`src/hdl/rle8_pkg.sv`:
```
// Package for the RLE8 bitmap decoder: transfer payload types, parse phases,
// result kinds, configuration indexes and reset values. No dependencies.
`default_nettype none

package rle8_pkg;

    localparam int DEF_MAX_WIDTH  = 4096;
    localparam int DEF_MAX_HEIGHT = 4096;

    localparam int CFG_DATA_W = 13;
    localparam int CFG_ADDR_W = 2;

    localparam logic [CFG_DATA_W-1:0] RST_FRAME_WIDTH  = 13'd4096;
    localparam logic [CFG_DATA_W-1:0] RST_FRAME_HEIGHT = 13'd4096;

    localparam int OFIFO_DEPTH = 4;

    typedef enum logic [CFG_ADDR_W-1:0] {
        CFG_TOP_DOWN     = 2'd0,
        CFG_FRAME_WIDTH  = 2'd1,
        CFG_FRAME_HEIGHT = 2'd2
    } t_cfg_index;

    typedef enum logic [2:0] {
        PH_START = 3'd0,
        PH_COUNT = 3'd1,
        PH_VALUE = 3'd2,
        PH_DX    = 3'd3,
        PH_DY    = 3'd4,
        PH_ABS   = 3'd5,
        PH_PAD   = 3'd6,
        PH_DONE  = 3'd7
    } t_phase;

    typedef enum logic [1:0] {
        KIND_RUN    = 2'd0,
        KIND_FINISH = 2'd1,
        KIND_ERROR  = 2'd2
    } t_kind;

    typedef struct packed {
        logic [7:0] data_byte;
        logic       last_byte;
    } t_in_item;

    typedef struct packed {
        t_kind       kind;
        logic [11:0] run_x;
        logic [11:0] run_y;
        logic [7:0]  run_length;
        logic [7:0]  pixel_index;
        logic        last;
    } t_out_item;

    typedef struct packed {
        logic                  top_down;
        logic [CFG_DATA_W-1:0] frame_width;
        logic [CFG_DATA_W-1:0] frame_height;
    } t_cfg;

    typedef struct packed {
        logic [1:0] count;
        t_out_item  first;
        t_out_item  second;
    } t_push;

    function automatic t_out_item mk_item(t_kind kind, logic [11:0] x, logic [11:0] y,
                                          logic [7:0] len, logic [7:0] pix);
        t_out_item r;
        r.kind        = kind;
        r.run_x       = x;
        r.run_y       = y;
        r.run_length  = len;
        r.pixel_index = pix;
        r.last        = 1'b0;
        return r;
    endfunction

endpackage

`default_nettype wire

```
`src/hdl/rle8_parse.sv`:
```
// Byte parser of the RLE8 decoder: parse phase, position and command state,
// and the up to two results each byte causes. Depends on rle8_pkg.
`default_nettype none

module rle8_parse
    import rle8_pkg::*;
#(
    parameter int MAX_WIDTH  = DEF_MAX_WIDTH,
    parameter int MAX_HEIGHT = DEF_MAX_HEIGHT
) (
    input  wire logic     i_clk,
    input  wire logic     i_rst_n,
    input  wire logic     i_accept,
    input  wire t_in_item i_item,
    input  wire t_cfg     i_cfg,
    output t_push         o_push
);

    localparam int WW = $clog2(MAX_WIDTH + 1);
    localparam int HW = $clog2(MAX_HEIGHT + 1);
    localparam int RW = $clog2(MAX_HEIGHT);
    localparam int CW = (WW > CFG_DATA_W) ? WW + 1 : CFG_DATA_W + 1;
    localparam int CHW = (HW > CFG_DATA_W) ? HW + 1 : CFG_DATA_W + 1;
    localparam int LW = (WW > 8) ? WW : 8;
    localparam int XW = LW + 1;
    localparam int SW = ((HW > 9) ? HW : 9) + 2;

    t_phase          r_phase, n_phase;
    logic [WW-1:0]   r_col, n_col;
    logic [RW-1:0]   r_row, n_row;
    logic [7:0]      r_held_count, n_held_count;
    logic [7:0]      r_abs_left, n_abs_left;
    logic            r_pad, n_pad;
    logic [7:0]      r_held_dx, n_held_dx;

    logic [WW-1:0]        eff_w;
    logic [HW-1:0]        eff_h;
    logic [RW-1:0]        first_row;
    logic [WW-1:0]        avail;
    logic [7:0]           run_len;
    logic signed [SW-1:0] row_s, h_s, ny_eol, ny_delta;
    logic [XW-1:0]        nx;
    logic                 eol_off, delta_off;
    logic [7:0]           b;
    logic                 run_v, end_v;
    t_kind                end_kind;
    t_out_item            run_item, end_item;

    always_comb begin
        b = i_item.data_byte;

        if (i_cfg.frame_width == '0) begin
            eff_w = WW'(1);
        end else if (CW'(i_cfg.frame_width) > CW'(MAX_WIDTH)) begin
            eff_w = WW'(MAX_WIDTH);
        end else begin
            eff_w = WW'(i_cfg.frame_width);
        end

        if (i_cfg.frame_height == '0) begin
            eff_h = HW'(1);
        end else if (CHW'(i_cfg.frame_height) > CHW'(MAX_HEIGHT)) begin
            eff_h = HW'(MAX_HEIGHT);
        end else begin
            eff_h = HW'(i_cfg.frame_height);
        end

        first_row = i_cfg.top_down ? RW'(eff_h - HW'(1)) : '0;

        if ((HW'(r_row) < eff_h) && (r_col < eff_w)) begin
            avail = eff_w - r_col;
        end else begin
            avail = '0;
        end

        if (LW'(r_held_count) < LW'(avail)) begin
            run_len = r_held_count;
        end else begin
            run_len = 8'(LW'(avail));
        end

        row_s    = signed'(SW'(r_row));
        h_s      = signed'(SW'(eff_h));
        ny_eol   = i_cfg.top_down ? row_s - SW'(1) : row_s + SW'(1);
        ny_delta = i_cfg.top_down ? row_s - signed'(SW'(b)) : row_s + signed'(SW'(b));
        nx       = XW'(r_col) + XW'(r_held_dx);
        eol_off  = (ny_eol < 0) || (ny_eol >= h_s);
        delta_off = (nx >= XW'(eff_w)) || (ny_delta < 0) || (ny_delta >= h_s);
    end

    always_comb begin
        n_phase      = r_phase;
        n_col        = r_col;
        n_row        = r_row;
        n_held_count = r_held_count;
        n_abs_left   = r_abs_left;
        n_pad        = r_pad;
        n_held_dx    = r_held_dx;
        run_v        = 1'b0;
        end_v        = 1'b0;
        end_kind     = KIND_FINISH;
        run_item     = mk_item(KIND_RUN, 12'(r_col), 12'(r_row), run_len, b);

        case (r_phase)
            PH_START: begin
                n_row        = first_row;
                n_col        = '0;
                n_held_count = b;
                n_phase      = PH_VALUE;
            end
            PH_COUNT: begin
                n_held_count = b;
                n_phase      = PH_VALUE;
            end
            PH_VALUE: begin
                if (r_held_count != 8'd0) begin
                    run_v = (run_len != 8'd0);
                    n_col = r_col + WW'(run_len);
                    if (run_len != r_held_count) begin
                        end_v    = 1'b1;
                        end_kind = KIND_ERROR;
                        n_phase  = PH_DONE;
                    end else begin
                        n_phase = PH_COUNT;
                    end
                end else if (b == 8'd0) begin
                    n_col = '0;
                    if (eol_off) begin
                        end_v   = 1'b1;
                        n_phase = PH_DONE;
                    end else begin
                        n_row   = RW'(ny_eol);
                        n_phase = PH_COUNT;
                    end
                end else if (b == 8'd1) begin
                    end_v   = 1'b1;
                    n_phase = PH_DONE;
                end else if (b == 8'd2) begin
                    n_phase = PH_DX;
                end else begin
                    n_abs_left = b;
                    n_pad      = b[0];
                    n_phase    = PH_ABS;
                end
            end
            PH_DX: begin
                n_held_dx = b;
                n_phase   = PH_DY;
            end
            PH_DY: begin
                if (delta_off) begin
                    end_v    = 1'b1;
                    end_kind = KIND_ERROR;
                    n_phase  = PH_DONE;
                end else begin
                    n_col   = WW'(nx);
                    n_row   = RW'(ny_delta);
                    n_phase = PH_COUNT;
                end
            end
            PH_ABS: begin
                if (avail == '0) begin
                    end_v    = 1'b1;
                    end_kind = KIND_ERROR;
                    n_phase  = PH_DONE;
                end else begin
                    run_v      = 1'b1;
                    run_item   = mk_item(KIND_RUN, 12'(r_col), 12'(r_row), 8'd1, b);
                    n_col      = r_col + WW'(1);
                    n_abs_left = r_abs_left - 8'd1;
                    if (r_abs_left == 8'd1) begin
                        n_phase = r_pad ? PH_PAD : PH_COUNT;
                    end
                end
            end
            PH_PAD: begin
                n_pad   = 1'b0;
                n_phase = PH_COUNT;
            end
            default: begin
            end
        endcase

        if (i_item.last_byte) begin
            if (n_phase == PH_COUNT) begin
                end_v    = 1'b1;
                end_kind = KIND_FINISH;
            end else if (n_phase != PH_DONE) begin
                end_v    = 1'b1;
                end_kind = KIND_ERROR;
            end
            n_phase      = PH_START;
            n_col        = '0;
            n_row        = first_row;
            n_held_count = '0;
            n_abs_left   = '0;
            n_pad        = 1'b0;
            n_held_dx    = '0;
        end

        end_item      = mk_item(end_kind, '0, '0, '0, '0);
        end_item.last = 1'b1;
        run_item.last = !end_v;
    end

    always_comb begin
        o_push.count  = i_accept ? (2'(run_v) + 2'(end_v)) : 2'd0;
        o_push.first  = run_v ? run_item : end_item;
        o_push.second = end_item;
    end

    always_ff @(posedge i_clk) begin
        if (!i_rst_n) begin
            r_phase      <= PH_START;
            r_col        <= '0;
            r_row        <= '0;
            r_held_count <= '0;
            r_abs_left   <= '0;
            r_pad        <= 1'b0;
            r_held_dx    <= '0;
        end else if (i_accept) begin
            r_phase      <= n_phase;
            r_col        <= n_col;
            r_row        <= n_row;
            r_held_count <= n_held_count;
            r_abs_left   <= n_abs_left;
            r_pad        <= n_pad;
            r_held_dx    <= n_held_dx;
        end
    end

    // An ended frame ignores every byte except its last one.
    a_done_quiet: assert property (@(posedge i_clk) disable iff (!i_rst_n)
        (i_accept && r_phase == PH_DONE && !i_item.last_byte) |-> (o_push.count == 2'd0))
        else $error("ended frame produced a result");

    // The last byte of a frame always rearms the parser.
    a_rearm: assert property (@(posedge i_clk) disable iff (!i_rst_n)
        (i_accept && i_item.last_byte) |=> (r_phase == PH_START && r_col == '0))
        else $error("parser not rearmed after last byte");

    // A second result of one byte is always a frame end.
    a_second_end: assert property (@(posedge i_clk) disable iff (!i_rst_n)
        (o_push.count == 2'd2) |-> (o_push.first.kind == KIND_RUN
            && o_push.second.kind != KIND_RUN))
        else $error("bad result pair");

endmodule

`default_nettype wire

```
`src/hdl/rle8_ofifo.sv`:
```
// Result queue of the RLE8 decoder: takes up to two results per cycle and
// hands out one per output transfer. Depends on rle8_pkg.
`default_nettype none

module rle8_ofifo
    import rle8_pkg::*;
(
    input  wire logic  i_clk,
    input  wire logic  i_rst_n,
    input  wire t_push i_push,
    output logic       o_space,
    output logic       o_valid,
    input  wire logic  i_ready,
    output t_out_item  o_item
);

    localparam int PW = $clog2(OFIFO_DEPTH);
    localparam int CNW = $clog2(OFIFO_DEPTH + 1);

    t_out_item       r_mem [OFIFO_DEPTH];
    logic [PW-1:0]   r_wr, n_wr;
    logic [PW-1:0]   r_rd, n_rd;
    logic [CNW-1:0]  r_count, n_count;
    logic            pop;

    always_comb begin
        pop     = o_valid && i_ready;
        n_wr    = r_wr + PW'(i_push.count);
        n_rd    = r_rd + PW'(pop);
        n_count = r_count + CNW'(i_push.count) - CNW'(pop);
        o_valid = (r_count != '0);
        o_space = (r_count <= CNW'(OFIFO_DEPTH - 2));
        o_item  = r_mem[r_rd];
    end

    always_ff @(posedge i_clk) begin
        if (i_push.count != 2'd0) begin
            r_mem[r_wr] <= i_push.first;
        end
        if (i_push.count == 2'd2) begin
            r_mem[r_wr + PW'(1)] <= i_push.second;
        end
    end

    always_ff @(posedge i_clk) begin
        if (!i_rst_n) begin
            r_wr    <= '0;
            r_rd    <= '0;
            r_count <= '0;
        end else begin
            r_wr    <= n_wr;
            r_rd    <= n_rd;
            r_count <= n_count;
        end
    end

    a_no_overflow: assert property (@(posedge i_clk) disable iff (!i_rst_n)
        (i_push.count != 2'd0) |-> o_space)
        else $error("result queue written without room");

    a_count_tracks: assert property (@(posedge i_clk) disable iff (!i_rst_n)
        (pop && i_push.count == 2'd0) |=> (r_count == $past(r_count) - CNW'(1)))
        else $error("result queue count lost a transfer");

    a_count_bound: assert property (@(posedge i_clk) disable iff (!i_rst_n)
        (r_count <= CNW'(OFIFO_DEPTH)))
        else $error("result queue count beyond depth");

endmodule

`default_nettype wire

```
`src/hdl/rle8_bitmap_decoder.sv`:
```
// Top level of the RLE8 bitmap decoder: configuration registers, byte parser
// and result queue. Depends on rle8_pkg, rle8_parse and rle8_ofifo.
//
//   Channel   Direction  Handshake                Payload
//   input     in         i_in_valid / o_in_ready  i_in_item (t_in_item)
//   output    out        o_out_valid / i_out_ready o_out_item (t_out_item)
//   config    in         i_cfg_we                 i_cfg_addr, i_cfg_data
//
// Each byte is parsed in the cycle of its transfer and its results land in a
// four-entry queue, so a result appears in the cycle after the byte arrives.
// A byte is taken whenever the queue has room for two results; one byte per
// cycle is sustained while the output side keeps pace with the results.
// Synchronous active-low reset clears the parser, the queue and the registers.
// A stalled output only stops input once the queue cannot take two results.
`default_nettype none

module rle8_bitmap_decoder
    import rle8_pkg::*;
#(
    parameter int MAX_WIDTH  = DEF_MAX_WIDTH,
    parameter int MAX_HEIGHT = DEF_MAX_HEIGHT
) (
    input  wire logic                  i_clk,
    input  wire logic                  i_rst_n,
    input  wire logic                  i_in_valid,
    output logic                       o_in_ready,
    input  wire t_in_item              i_in_item,
    output logic                       o_out_valid,
    input  wire logic                  i_out_ready,
    output t_out_item                  o_out_item,
    input  wire logic                  i_cfg_we,
    input  wire logic [CFG_ADDR_W-1:0] i_cfg_addr,
    input  wire logic [CFG_DATA_W-1:0] i_cfg_data
);

    t_cfg  r_cfg;
    t_push push;
    logic  accept;
    logic  space;

    always_ff @(posedge i_clk) begin
        if (!i_rst_n) begin
            r_cfg.top_down     <= 1'b0;
            r_cfg.frame_width  <= RST_FRAME_WIDTH;
            r_cfg.frame_height <= RST_FRAME_HEIGHT;
        end else if (i_cfg_we) begin
            case (i_cfg_addr)
                CFG_TOP_DOWN:     r_cfg.top_down     <= i_cfg_data[0];
                CFG_FRAME_WIDTH:  r_cfg.frame_width  <= i_cfg_data;
                CFG_FRAME_HEIGHT: r_cfg.frame_height <= i_cfg_data;
                default: begin
                end
            endcase
        end
    end

    assign o_in_ready = space;
    assign accept     = i_in_valid && space;

    rle8_parse #(
        .MAX_WIDTH  (MAX_WIDTH),
        .MAX_HEIGHT (MAX_HEIGHT)
    ) u_parse (
        .i_clk    (i_clk),
        .i_rst_n  (i_rst_n),
        .i_accept (accept),
        .i_item   (i_in_item),
        .i_cfg    (r_cfg),
        .o_push   (push)
    );

    rle8_ofifo u_ofifo (
        .i_clk   (i_clk),
        .i_rst_n (i_rst_n),
        .i_push  (push),
        .o_space (space),
        .o_valid (o_out_valid),
        .i_ready (i_out_ready),
        .o_item  (o_out_item)
    );

endmodule

`default_nettype wire

```
`config.mk`:
```
export PLATFORM = sky130hd
export DESIGN_NAME = rle8_bitmap_decoder
export DESIGN_NICKNAME = d
export VERILOG_FILES = /design/src/hdl/rle8_pkg.sv /design/src/hdl/rle8_parse.sv /design/src/hdl/rle8_ofifo.sv /design/src/hdl/rle8_bitmap_decoder.sv
export SDC_FILE = /design/constraint.sdc
export NUM_CORES = 1
export LEC_CHECK = 0
export ABC_CLOCK_PERIOD_IN_PS = 9480
export BUFFER_PORTS_ARGS = -buffer_cell sky130_fd_sc_hd__buf_2
export CELL_PAD_IN_SITES_DETAIL_PLACEMENT = 0
export CELL_PAD_IN_SITES_GLOBAL_PLACEMENT = 1
export CORE_ASPECT_RATIO = 1.1
export CORE_MARGIN = 5
export CORE_UTILIZATION = 52
export CTS_CLUSTER_DIAMETER = 150
export CTS_CLUSTER_SIZE = 25
export DETAILED_ROUTE_END_ITERATION = 8
export PLACE_DENSITY = 0.83
export SYNTH_ARGS = -nofsm -noshare
export SYNTH_HDL_FRONTEND = slang
export SYNTH_SLANG_ARGS = --single-unit
```
`constraint.sdc`:
```
create_clock -name i_clk -period 9.48 [get_ports i_clk]
set_input_delay 0.474 -clock i_clk [delete_from_list [all_inputs] [get_ports i_clk]]
set_output_delay 0.474 -clock i_clk [all_outputs]
set_load 0.1 [all_outputs]
```
==> impl_metrics.csv <==
group,metric,value,unit
floorplanning,rows,66,
yosys,synth_seq_cells,259,
clocking,clock-root-buffer,"clkbuf_16",
final_layout,syn_to_final_growth,6.198,%
drt,vias_per_cell,6.335,
drt,postRouteAntennaNets,0,
pwr,seqPwrFrac,0.434,
grt,antenna_found_initial,0,
critical_path,worstPathArrival,8.19,ns
timing,whs,0.2125,ns
pwr,p_switching,1.038,mW
clocking,clk_pin_slew,0.12,ns
pwr,p_int,1.763,mW
timing,fmax,128.2,MHz
pwr,swShare,0.3707,
critical_path,worstSetupEndpointType,"flip-flop",
place,post-dp-hpwl,32990,um
grt,grt_overflow,0,
floorplanning,initial_core_util,0.5271,
pwr,p_total,2.801,mW
drt,num_vias,13374,
clocking,h-tree-depth,1,
final_layout,layout.nets,1883,
timing,hold_viol_final,0,
timing,post-route-period-util,0.8228,
timing,rsz0062_at_grt,"false",
yosys,synthFlopType,"dfxtp_1",
timing,finalSetupViolCount,0,
final_layout,finalNonFillerCells,2111,
yosys,synth_edf_count,8,
final_layout,fin_util,0.5598,
final_layout,n_antenna_cell,0,
critical_path,cp.required,9.87,ns
critical_path,cp_slowest_cell,"dfxtp_1",
drt,drtIter0Drc,1065,
pwr,ir_drop,0.1331,mV
clocking,cts_tree,"built",
yosys,syn_inst,1736,
yosys,ys_warn_count,0,
final_layout,layout_commonest_cell,"dfxtp_1",
clocking,cts-resized-gates,0,
grt,grt_pass1_vias,13059,
grt,grt_max_degree,45,
critical_path,critPathKind,"reg2reg",
clocking,numCtsBuffers,14,
flow_run,drv_cap,0,
yosys,synth_fp_nets,1883,
timing,setup_tns,0,ns
clocking,clock_latency,0.51,ns
grt,grt_pass1_wl,71550,um
clocking,cts.sinks,259,
place,globalplace.congestion,0.9427,
floorplanning,die_w,175.3,um
floorplanning,io_pins,74,
clocking,hold_buffers,0,
final_layout,multiInputGateArea,0.009625,mm^2
timing,fin_skew,0.03437,ns
critical_path,critPathMaxStageDelay,0.78,ns
drt,drc_errors,0,
critical_path,critPathLaunchType,"flip-flop",
pwr,power_frac_clock,0.237,
timing,fin_crit,7.800,ns
pwr,p_comb_frac,0.329,
timing,worst_pin_slew,1.199,ns
drt,firstDrtPassIters,5,
final_layout,layout_common_cells,"dfxtp_1 (249), nand2_1 (190), a22o_1 (140)",
outcome,outcome,"finished clean",
critical_path,worst-path-max-fanout,21,
timing,relSlewSlack,0.2009,
floorplanning,coreArea,0.02965,mm^2
grt,grt_usage,0.2637,
yosys,synth.cell_area,0.01563,mm^2
yosys,avgSynthCellArea,9.001,um^2
place,port_buffers,73,
pwr,p_leak,6.745,nW
clocking,post-cts-setup-buffers,0,
hold_path,min_path_type,"in2reg",
final_layout,regArea,0.005268,mm^2
timing,drv_slew,0,
final_layout,num-fill-cells,2728,
pwr,p_per_area,168.8,mW/mm^2
yosys,yosysUniqueCellTypes,96,
final_layout,layout-drive-gt1-share,0.1123,
floorplanning,die_h,191.8,um
drt,avgRoutedWirePerCell,21.57,um
floorplanning,die-area,0.03362,mm^2
clocking,cts_buffer_depth,3,
yosys,synth_seq_area_share,0.3369,
yosys,ys_async_sr_fraction,0,
place,dp.cells,2094,
drt,routed_wl,45530,um
final timing paths:
path	from	endpoint	slack [ns]	cells after the start
min reg2reg	u_ofifo.r_mem[3][12]$_SDFFE_PP0P_	u_ofifo.r_mem[3][12]$_SDFFE_PP0P_	0.46	2
max	u_parse.r_row[1]$_SDFFE_PN0P_	u_ofifo.r_mem[0][27]$_SDFFE_PP0P_	1.68	30
max reg2reg	u_parse.r_row[1]$_SDFFE_PN0P_	u_ofifo.r_mem[0][27]$_SDFFE_PP0P_	1.68	30
min	i_cfg_data[7]	r_cfg[7]$_SDFFE_PN0P_	0.21	3
cell families (layout without fill, tap and decap cells):
family	count (synthesis)	in the layout	synth area share
buf+inv	195	196	0.04860
simple gates	495	495	0.1541
mux	76	76	0.08367
xor+xnor	69	69	0.03988
compound gates	522	522	0.2381
flops	259	259	0.3369
fa+ha+maj	120	120	0.09873
routing by layer:
layer  global-route usage  wire length (um)
met5                    0                 0
met4              0.09791              1849
met3              0.03228              2658
met2               0.4388             20720
met1               0.3542             20300
power groups by stage:
| stage | clock (mW) | sequential [mW] | combinational, mW |
|---|---|---|---|
| 2_1_floorplan | 0 | 1.20 | 0.737 |
| 3_3_place_gp | 0 | 1.24 | 0.907 |
| 3_5_place_dp | 0 | 1.24 | 0.915 |
| 4_1_cts | 0.683 | 1.21 | 0.920 |
| 5_1_grt | 0.719 | 1.22 | 1.01 |
| 6_report | 0.664 | 1.22 | 0.921 |
synth_stat cells (43+ instances only):
library cell  instances  area (um^2)
dfxtp_1             251         5025
nand2_1             190        713.2
a22o_1              140         1226
nor2_1              113        424.2
ha_1                112         1401
a21oi_1             110        550.5
clkbuf_1             85        319.1
inv_1                83        311.6
o21ai_0              82        410.4
xnor2_1              53        464.2
mux4_2               43        968.4
final cells by class:
cell class / count / share of cell area
clock inverters: 1 / 0.0009802
repair buffers: 93 / 0.03106
clock buffers: 16 / 0.02285
well taps: 374 / 0.02820
multi-input cells: 1282 / 0.5800
flip-flops and latches: 259 / 0.3174
inverters: 86 / 0.01945
flip-flops by register name, indices dropped and copies added (netlist names):
name and cells:
u_parse.r_held_dx 8, u_parse.r_pad 1, u_ofifo.r_mem 172, u_parse.r_row 12
u_parse.r_abs_left 8, u_ofifo.r_rd 2, u_parse.r_col 13, r_cfg 27
u_parse.r_phase 3, u_ofifo.r_wr 2, u_parse.r_held_count 8, u_ofifo.r_count 3
through the flow:
stage,worst slack [ns],instance area (um^2)
2_1_floorplan,3.265,15630
3_3_place_gp,2.000,16200
3_5_place_dp,1.725,16200
4_1_cts,1.780,16590
5_1_grt,1.009,16590
6_report,1.680,16590
critical path: cells and delay by family (launching register included):
| kind | cells | cell delay, ns |
|---|---|---|
| flip-flops | 1 | 0.78 |
| XOR/XNOR | 1 | 0.09 |
| buffers and inverters | 1 | 0.48 |
| adder cells (fa/ha/maj) | 3 | 0.92 |
| AND/OR/NAND/NOR | 6 | 1.42 |
| AO/OA/AOI/OAI | 19 | 3.95 |
Power figures use the tool's default switching activity.
